File: src/hdl/tbp_pkg.sv
`timescale 1ns / 1ps
// ----------------------------------------------------------------------------
// tbp_pkg
// Shared types, register indexes and constants for the two-button press
// length classifier.
// ----------------------------------------------------------------------------
package tbp_pkg;

    localparam int CntW      = 16;
    localparam int PresW     = 8;
    localparam int CfgIdxW   = 3;
    localparam int CfgDataW  = 16;
    localparam int InDataW   = 8;
    localparam int OutDataW  = 8;

    localparam logic [CntW-1:0]  CntMax        = 16'hFFFF;
    localparam logic [CntW-1:0]  DecayBigLevel = 16'd50;
    localparam logic [CntW-1:0]  DecayBigStep  = 16'd50;
    localparam logic [CntW-1:0]  DecayMidLevel = 16'd10;
    localparam logic [CntW-1:0]  DecayMidStep  = 16'd5;
    localparam logic [CntW-1:0]  AccelStep     = 16'd10;

    localparam logic [PresW-1:0] SamplePeriodRst   = 8'd5;
    localparam logic [CntW-1:0]  LongThresholdRst  = 16'd1000;
    localparam logic [CntW-1:0]  HalfThresholdRst  = 16'd50;
    localparam logic [CntW-1:0]  ShortThresholdRst = 16'd10;

    typedef enum logic [CfgIdxW-1:0] {
        REG_ACCEL_MODE      = 3'd0,
        REG_SAMPLE_PERIOD   = 3'd1,
        REG_LONG_THRESHOLD  = 3'd2,
        REG_HALF_THRESHOLD  = 3'd3,
        REG_SHORT_THRESHOLD = 3'd4
    } reg_idx_t;

    typedef enum logic {
        MODE_TICK = 1'b0,
        MODE_POLL = 1'b1
    } mode_t;

    typedef enum logic [1:0] {
        CLS_NONE  = 2'd0,
        CLS_SHORT = 2'd1,
        CLS_HALF  = 2'd2,
        CLS_LONG  = 2'd3
    } cls_t;

    typedef enum logic [1:0] {
        ACT_NONE  = 2'd0,
        ACT_UP    = 2'd1,
        ACT_ENTER = 2'd2,
        ACT_BACK  = 2'd3
    } act_t;

    typedef struct packed {
        logic             accel_mode;
        logic [PresW-1:0] sample_period;
        logic [CntW-1:0]  long_threshold;
        logic [CntW-1:0]  half_threshold;
        logic [CntW-1:0]  short_threshold;
    } cfg_t;

    // action in the low bits, second_class above
    typedef struct packed {
        cls_t second_class;
        act_t action;
    } result_t;

    function automatic logic [CntW-1:0] sample_one(input logic [CntW-1:0] cnt,
                                                   input logic held);
        logic [CntW-1:0] res;
        if (held)
            res = (cnt == CntMax) ? CntMax : cnt + 16'd1;
        else if (cnt > DecayBigLevel)
            res = cnt - DecayBigStep;
        else if (cnt > DecayMidLevel)
            res = cnt - DecayMidStep;
        else if (cnt != '0)
            res = cnt - 16'd1;
        else
            res = '0;
        return res;
    endfunction

endpackage

File: src/hdl/tbp_cfg.sv
`timescale 1ns / 1ps
// ----------------------------------------------------------------------------
// tbp_cfg
// Configuration register file: decodes indexed writes into the settings.
// ----------------------------------------------------------------------------
module tbp_cfg
(
    input  logic                          clk,
    input  logic                          rst_n,
    input  logic                          cfg_valid,
    output logic                          cfg_ready,
    input  logic [tbp_pkg::CfgIdxW-1:0]   cfg_index,
    input  logic [tbp_pkg::CfgDataW-1:0]  cfg_data,
    output tbp_pkg::cfg_t                 cfg
);
    import tbp_pkg::*;

    cfg_t cfg_reg;
    cfg_t cfg_next;

    assign cfg_ready = 1'b1;
    assign cfg       = cfg_reg;

    always_comb
    begin
        cfg_next = cfg_reg;
        if (cfg_valid)
        begin
            unique case (cfg_index)
                REG_ACCEL_MODE:      cfg_next.accel_mode      = cfg_data[0];
                REG_SAMPLE_PERIOD:   cfg_next.sample_period   = cfg_data[PresW-1:0];
                REG_LONG_THRESHOLD:  cfg_next.long_threshold  = cfg_data[CntW-1:0];
                REG_HALF_THRESHOLD:  cfg_next.half_threshold  = cfg_data[CntW-1:0];
                REG_SHORT_THRESHOLD: cfg_next.short_threshold = cfg_data[CntW-1:0];
                default:             cfg_next = cfg_reg;
            endcase
        end
    end

    always_ff @(posedge clk or negedge rst_n)
    begin
        if (!rst_n)
        begin
            cfg_reg.accel_mode      <= 1'b0;
            cfg_reg.sample_period   <= SamplePeriodRst;
            cfg_reg.long_threshold  <= LongThresholdRst;
            cfg_reg.half_threshold  <= HalfThresholdRst;
            cfg_reg.short_threshold <= ShortThresholdRst;
        end
        else
        begin
            cfg_reg <= cfg_next;
        end
    end

endmodule

File: src/hdl/tbp_core.sv
`timescale 1ns / 1ps
// ----------------------------------------------------------------------------
// tbp_core
// Prescaler and press counters; updates state and forms the result of one
// word per cycle.
// ----------------------------------------------------------------------------
module tbp_core
(
    input  logic              clk,
    input  logic              rst_n,
    input  tbp_pkg::cfg_t     cfg,
    input  logic              in_fire,
    input  logic              in_mode,
    input  logic              in_first,
    input  logic              in_second,
    output tbp_pkg::result_t  res
);
    import tbp_pkg::*;

    logic [PresW-1:0] prescale_reg, prescale_next;
    logic [CntW-1:0]  first_reg, first_next;
    logic [CntW-1:0]  second_reg, second_next;
    logic [PresW-1:0] pres_dec;
    cls_t             cls;
    act_t             act;

    assign pres_dec = (prescale_reg != '0) ? prescale_reg - 8'd1 : '0;

    always_comb
    begin
        cls = CLS_NONE;
        if (!cfg.accel_mode)
        begin
            if (second_reg > cfg.long_threshold)
                cls = CLS_LONG;
            else if (second_reg > cfg.half_threshold)
                cls = CLS_HALF;
            else if (second_reg > cfg.short_threshold)
                cls = CLS_SHORT;
        end
        else if (second_reg > cfg.short_threshold)
        begin
            cls = CLS_SHORT;
        end

        act = (first_reg > cfg.short_threshold) ? ACT_UP : ACT_NONE;
        if (cls == CLS_LONG)
            act = ACT_BACK;
        else if (cls != CLS_NONE)
            act = ACT_ENTER;
    end

    always_comb
    begin
        prescale_next    = prescale_reg;
        first_next       = first_reg;
        second_next      = second_reg;
        res.action       = ACT_NONE;
        res.second_class = CLS_NONE;
        if (in_fire)
        begin
            if (in_mode == MODE_TICK)
            begin
                if (pres_dec == '0)
                begin
                    first_next    = sample_one(first_reg, in_first);
                    second_next   = sample_one(second_reg, in_second);
                    prescale_next = cfg.sample_period;
                end
                else
                begin
                    prescale_next = pres_dec;
                end
            end
            else
            begin
                res.action       = act;
                res.second_class = cls;
                if (cfg.accel_mode && (cls == CLS_SHORT))
                    second_next = (second_reg > AccelStep) ? second_reg - AccelStep : '0;
            end
        end
    end

    always_ff @(posedge clk or negedge rst_n)
    begin
        if (!rst_n)
        begin
            prescale_reg <= '0;
            first_reg    <= '0;
            second_reg   <= '0;
        end
        else
        begin
            prescale_reg <= prescale_next;
            first_reg    <= first_next;
            second_reg   <= second_next;
        end
    end

    a_poll_keeps_prescale: assert property (@(posedge clk) disable iff (!rst_n)
        (in_fire && in_mode == MODE_POLL) |=> $stable(prescale_reg))
        else $error("poll changed prescaler");

    a_poll_keeps_first: assert property (@(posedge clk) disable iff (!rst_n)
        (in_fire && in_mode == MODE_POLL) |=> $stable(first_reg))
        else $error("poll changed first counter");

    a_plain_poll_keeps_second: assert property (@(posedge clk) disable iff (!rst_n)
        (in_fire && in_mode == MODE_POLL && !cfg.accel_mode) |=> $stable(second_reg))
        else $error("plain poll changed second counter");

endmodule

File: src/hdl/tbp_skid.sv
`timescale 1ns / 1ps
// ----------------------------------------------------------------------------
// tbp_skid
// Output register with a skid stage; holds results while the sink stalls.
// ----------------------------------------------------------------------------
module tbp_skid
(
    input  logic              clk,
    input  logic              rst_n,
    input  logic              push,
    input  tbp_pkg::result_t  push_data,
    output logic              push_ready,
    output logic              out_valid,
    input  logic              out_ready,
    output tbp_pkg::result_t  out_data
);
    import tbp_pkg::*;

    logic    out_valid_reg, out_valid_next;
    logic    skid_valid_reg, skid_valid_next;
    result_t out_data_reg, out_data_next;
    result_t skid_data_reg, skid_data_next;

    assign push_ready = !skid_valid_reg;
    assign out_valid  = out_valid_reg;
    assign out_data   = out_data_reg;

    always_comb
    begin
        out_valid_next  = out_valid_reg;
        out_data_next   = out_data_reg;
        skid_valid_next = skid_valid_reg;
        skid_data_next  = skid_data_reg;
        if (!out_valid_reg || out_ready)
        begin
            out_valid_next  = skid_valid_reg || push;
            out_data_next   = skid_valid_reg ? skid_data_reg : push_data;
            skid_valid_next = 1'b0;
        end
        else if (push)
        begin
            skid_valid_next = 1'b1;
            skid_data_next  = push_data;
        end
    end

    always_ff @(posedge clk or negedge rst_n)
    begin
        if (!rst_n)
        begin
            out_valid_reg  <= 1'b0;
            skid_valid_reg <= 1'b0;
        end
        else
        begin
            out_valid_reg  <= out_valid_next;
            skid_valid_reg <= skid_valid_next;
        end
    end

    always_ff @(posedge clk)
    begin
        out_data_reg  <= out_data_next;
        skid_data_reg <= skid_data_next;
    end

    a_skid_implies_out: assert property (@(posedge clk) disable iff (!rst_n)
        skid_valid_reg |-> out_valid_reg)
        else $error("skid word without output word");

    a_stall_fills_skid: assert property (@(posedge clk) disable iff (!rst_n)
        (push && out_valid_reg && !out_ready) |=> skid_valid_reg)
        else $error("stalled push not held in skid");

    a_skid_drains: assert property (@(posedge clk) disable iff (!rst_n)
        (skid_valid_reg && out_ready) |=> (out_valid_reg && !skid_valid_reg))
        else $error("skid word not moved to output");

endmodule

File: src/hdl/two_button_press_length_classifier_top.sv
`timescale 1ns / 1ps
// ----------------------------------------------------------------------------
// two_button_press_length_classifier_top
// Two-button press length classifier with sample prescaler, decaying press
// counters and poll-time classification into menu actions.
//
//   channel  handshake             payload
//   s_*      s_tvalid / s_tready   tdata: first, second pressed; tuser: mode
//   m_*      m_tvalid / m_tready   tdata: action, second_class
//   cfg_*    cfg_valid / cfg_ready cfg_index, cfg_data
//
// One word per cycle unless m_tready stalls; results go to the output or skid
// register. Counter and prescaler update and poll compares are combinational.
// A skid stage keeps s_tready high for one extra word while m_tready is low.
// Reset clears counters and prescaler and loads register defaults.
// ----------------------------------------------------------------------------
module two_button_press_length_classifier_top
(
    input  logic                          clk,
    input  logic                          rst_n,
    input  logic                          s_tvalid,
    output logic                          s_tready,
    input  logic [tbp_pkg::InDataW-1:0]   s_tdata,   // [0] first_pressed, [1] second_pressed
    input  logic                          s_tuser,   // [0] mode
    output logic                          m_tvalid,
    input  logic                          m_tready,
    output logic [tbp_pkg::OutDataW-1:0]  m_tdata,   // [1:0] action, [3:2] second_class
    input  logic                          cfg_valid,
    output logic                          cfg_ready,
    input  logic [tbp_pkg::CfgIdxW-1:0]   cfg_index,
    input  logic [tbp_pkg::CfgDataW-1:0]  cfg_data
);
    import tbp_pkg::*;

    cfg_t    cfg;
    result_t res;
    result_t out_res;
    logic    in_fire;

    assign in_fire = s_tvalid && s_tready;
    assign m_tdata = {{(OutDataW - $bits(result_t)){1'b0}}, out_res};

    tbp_cfg u_cfg
    (
        .clk       (clk),
        .rst_n     (rst_n),
        .cfg_valid (cfg_valid),
        .cfg_ready (cfg_ready),
        .cfg_index (cfg_index),
        .cfg_data  (cfg_data),
        .cfg       (cfg)
    );

    tbp_core u_core
    (
        .clk       (clk),
        .rst_n     (rst_n),
        .cfg       (cfg),
        .in_fire   (in_fire),
        .in_mode   (s_tuser),
        .in_first  (s_tdata[0]),
        .in_second (s_tdata[1]),
        .res       (res)
    );

    tbp_skid u_skid
    (
        .clk        (clk),
        .rst_n      (rst_n),
        .push       (in_fire),
        .push_data  (res),
        .push_ready (s_tready),
        .out_valid  (m_tvalid),
        .out_ready  (m_tready),
        .out_data   (out_res)
    );

endmodule
File: config.mk
export PLATFORM = sky130hd
export DESIGN_NAME = two_button_press_length_classifier_top
export DESIGN_NICKNAME = d
export VERILOG_FILES = /design/src/hdl/tbp_pkg.sv /design/src/hdl/tbp_cfg.sv /design/src/hdl/tbp_core.sv /design/src/hdl/tbp_skid.sv /design/src/hdl/two_button_press_length_classifier_top.sv
export SDC_FILE = /design/constraint.sdc
export NUM_CORES = 1
export LEC_CHECK = 0
export BUFFER_PORTS_ARGS = -buffer_cell sky130_fd_sc_hd__buf_2
export CAP_MARGIN = 20
export CORE_ASPECT_RATIO = 0.6
export CORE_UTILIZATION = 40
export CTS_CLUSTER_SIZE = 8
export DETAILED_ROUTE_END_ITERATION = 7
export SYNTH_ARGS = -nofsm -noshare
export SYNTH_HDL_FRONTEND = slang
export SYNTH_SLANG_ARGS = --single-unit
File: constraint.sdc
create_clock -name clk -period 9.1 [get_ports clk]
set_clock_uncertainty 0.05 [all_clocks]
set_input_delay 1.365 -clock clk [delete_from_list [all_inputs] [get_ports clk]]
set_output_delay 1.365 -clock clk [all_outputs]
set_load 0.01 [all_outputs]
==> impl_results.md <==
* First-pass GRT wire length at 38200 um
* Final antenna-violating net count at 0
* Post-synthesis register bit count at 107
* Antenna fix cells at 0
* Final Core Density at between 40% and 50%
* Top cells by count, synth: o21ai_0 (95), nand2_1 (93), dfrtp_1 (86)
* Clk root buf: clkbuf_16
* Sequential cell area at ~2700 sq um
* Most frequent cell after synthesis: o21ai_0
* DPL Wire Length at around 17000 um
* Yosys top cell area share at a little over a quarter
* Initial antenna violation count at 0
* Hold Crit Class: register to register
* YS warnings at 0
* Post-synth ARST share at 92.5%
* Mean post-synth cell area at 8.34 sq um
* # hold bufs at CTS at 0
* Drt first-iter violations at ~700
* P_sw at approximately 920 uW
* Vias in the first global route at between 6000 and 7000
* Initial Util at ~41%
* WL met2 at ~8400 um
* Met3 WL at 2530 um
* Clk Latency, worst-skew pair at ~0.37 ns
* Cell Pwr Density at between 200 and 250 nW/um^2
* Worst R2R Start: u_core.second_reg[12]
* Core ar. at 20000 sq um
* Slew headroom at 19.0%
* CTS buffer count at 9
* CTS tree: yes
* Post-Synthesis Cells at a little under 1000
* Clk pwr share at 19.5%
* Top layer in use: met4
* Post-synthesis sequential area ratio at 33.4%
* Post-CTS Resized at 0
* Yosys top cell by area: dfrtp_1
* Met1 Wirelength at roughly 12000 um
* Synth-to-Final Area Change at 8.29%
* Worst-path clk slew at roughly 0.08 ns
* Largest register FFs at 57
* H-tree lvl count at 3
* Die W at about 190 um
* Hold Path End: u_core.prescale_reg[1]
* Worst Hold Depth at 2
* Reg2Reg Capture Point: u_core.second_reg[15]
* Worst EP required at slightly above 9 ns
* Fillers at 2044
* Num rows at 40
* TNS Setup at 0 ns
* Overflow after GRT at 0
* Fmax at 0.274 GHz
* WL final at about 24000 um
* Sequential power share at 37.3%
* Final setup vio count at 0
* Footprint of the multi-input gates at roughly 5000 sq um
* Startpoint type of the worst setup path: register
* Final period demand of the worst path at approximately 3.7 ns
* Final hold vios at 0
* Vias per cell at 5.86
* HP Start: u_cfg.cfg[49]
* Crit-path max FO at 14
* GRT Util Overall at around 23%
* VDD IR-drop max at roughly 0.11 mV
* Pre-antenna DRT Iters at 6
* Cell chain of the critical path: nor4_1, o2111ai_1, nand2_1, nor2_1, a22o_1, o21ai_0, a31oi_1
* Post-synth EDFFs at 8
* Final Cycle Share at approximately two fifths
* Fraction of layout cells with a size suffix above 1 at 10.8%
* Worst r2r path cells at 7
* Kind of critical path: register to register
* Area contributors post-synth: dfrtp_1 (26%), ha_1 (12%), o21ai_0 (5.8%)
* IO Count at 44
* CTS Sinks at around 110
* # nets final at 1099
* Status: finished clean
* Total number of vias at between 7000 and 8000
* # DRC at 0
* Overall Power at 2130 uW
* CP peak stage delay at roughly 0.89 ns
* Cell Area, Synth at 8190 sq um
* Internal at roughly 1200 uW
* Gate power share at 43.2%
* Prevailing post-synth register cell: dfrtp_1
* Maximum clock path buffer count at 2
* Slew Viols, Final at 0
* Post-CTS setup buffers at 0
* Die span in y at 113 um
* Critical path arrival at around 3.8 ns
* Die area at around 21000 sq um
* Gpl congestion at a little over 0.9
* Net Sw Frac at a little over two fifths
* Distinct cells, synth at 70
* Port Buffers at 32
* RSZ-0062 raised after global routing: false
* Critical Path Slowest Stage Cell: nor4_1
* Pleak at about 0.0037 uW
* Largest net degree at the start of global routing at 70
* Worst setup EP type: register
* Wire per inst at 18.6 um
* Worst reg2reg setup slack at 5.45 ns
* Max_cap viols at 0
* Least-Margin Pin Slew at 1.21 ns
cell families after synthesis:
logic type | synth area share [%]
AND/OR/NAND/NOR | 19.5
AO/OA/AOI/OAI | 21.9
buffers and inverters | 5.79
flip-flops | 33.4
adder cells (fa/ha/maj) | 12.4
multiplexers | 4.06
XOR/XNOR | 2.89
other | 0.0917
critical path, delay by kind of cell (launching register included):
family / cells / cell delay [ns]
AOI/OAI and AO/OA: 4 / 1.07
DFF: 1 / 0.60
and+or+nand+nor: 3 / 1.78
final cells by class:
type                            count  share of cell area [%]
Timing Repair Buffer               40                    2.59
Sequential cell                   107                    30.8
Multi-Input combinational cell    758                    56.5
Clock inverter                      7                   0.832
Inverter                           69                    2.92
Clock buffer                        9                    2.54
Tap cell                          273                    3.85
through the flow:
step / hold WS, ns / instances / worst slack (ns) / cell area [sq um]
6_report: 0.446 / 1263 / 5.45 / 8870
5_1_grt: 0.479 / 1263 / 5.30 / 8870
4_1_cts: 0.447 / 1262 / 5.58 / 8860
3_5_place_dp: 0.433 / 1246 / 5.16 / 8560
3_3_place_gp: 0.425 / 1246 / 5.20 / 8560
2_1_floorplan: 0.402 / 986 / 6.08 / 8210
metal layers:
metal | vias up | GRT usage [%]
met5 | - | 0
met2 | 326 | 28.4
met3 | 13 | 6.51
met1 | 3478 | 38.5
met4 | 0 | 3.77
li1 | 3581 | -
worst max path at each step:
stage / from / end / slack, ns / cells past startpoint
finish: u_core.second_reg[12] / u_core.second_reg[15] / 5.45 / 7
global route: u_core.second_reg[7] / u_core.second_reg[15] / 5.30 / 7
CTS: s_tuser / u_core.first_reg[4] / 5.58 / 5
detailed placement: s_tuser / u_core.first_reg[4] / 5.16 / 5
global placement: s_tuser / u_core.first_reg[4] / 5.20 / 5
floorplan: s_tvalid / u_core.second_reg[13] / 6.08 / 7
cell usage in the layout (no fill, tap or decap), drive strengths merged, types with 31 or more instances in the layout:
master,count
nand2,93
inv,72
buf,40
o21ai,96
nor2,67
a21oi,75
dfrtp,86
nand3,33
nor3,31
ha,81
power by group through the flow:
stage	registers [uW]	clock network, uW	logic, uW
floorplan	689	0	732
global placement	797	0	882
detailed placement	797	0	897
CTS	789	428	904
global route	815	443	1040
finish	792	415	918
Power figures use the tool's default switching activity.
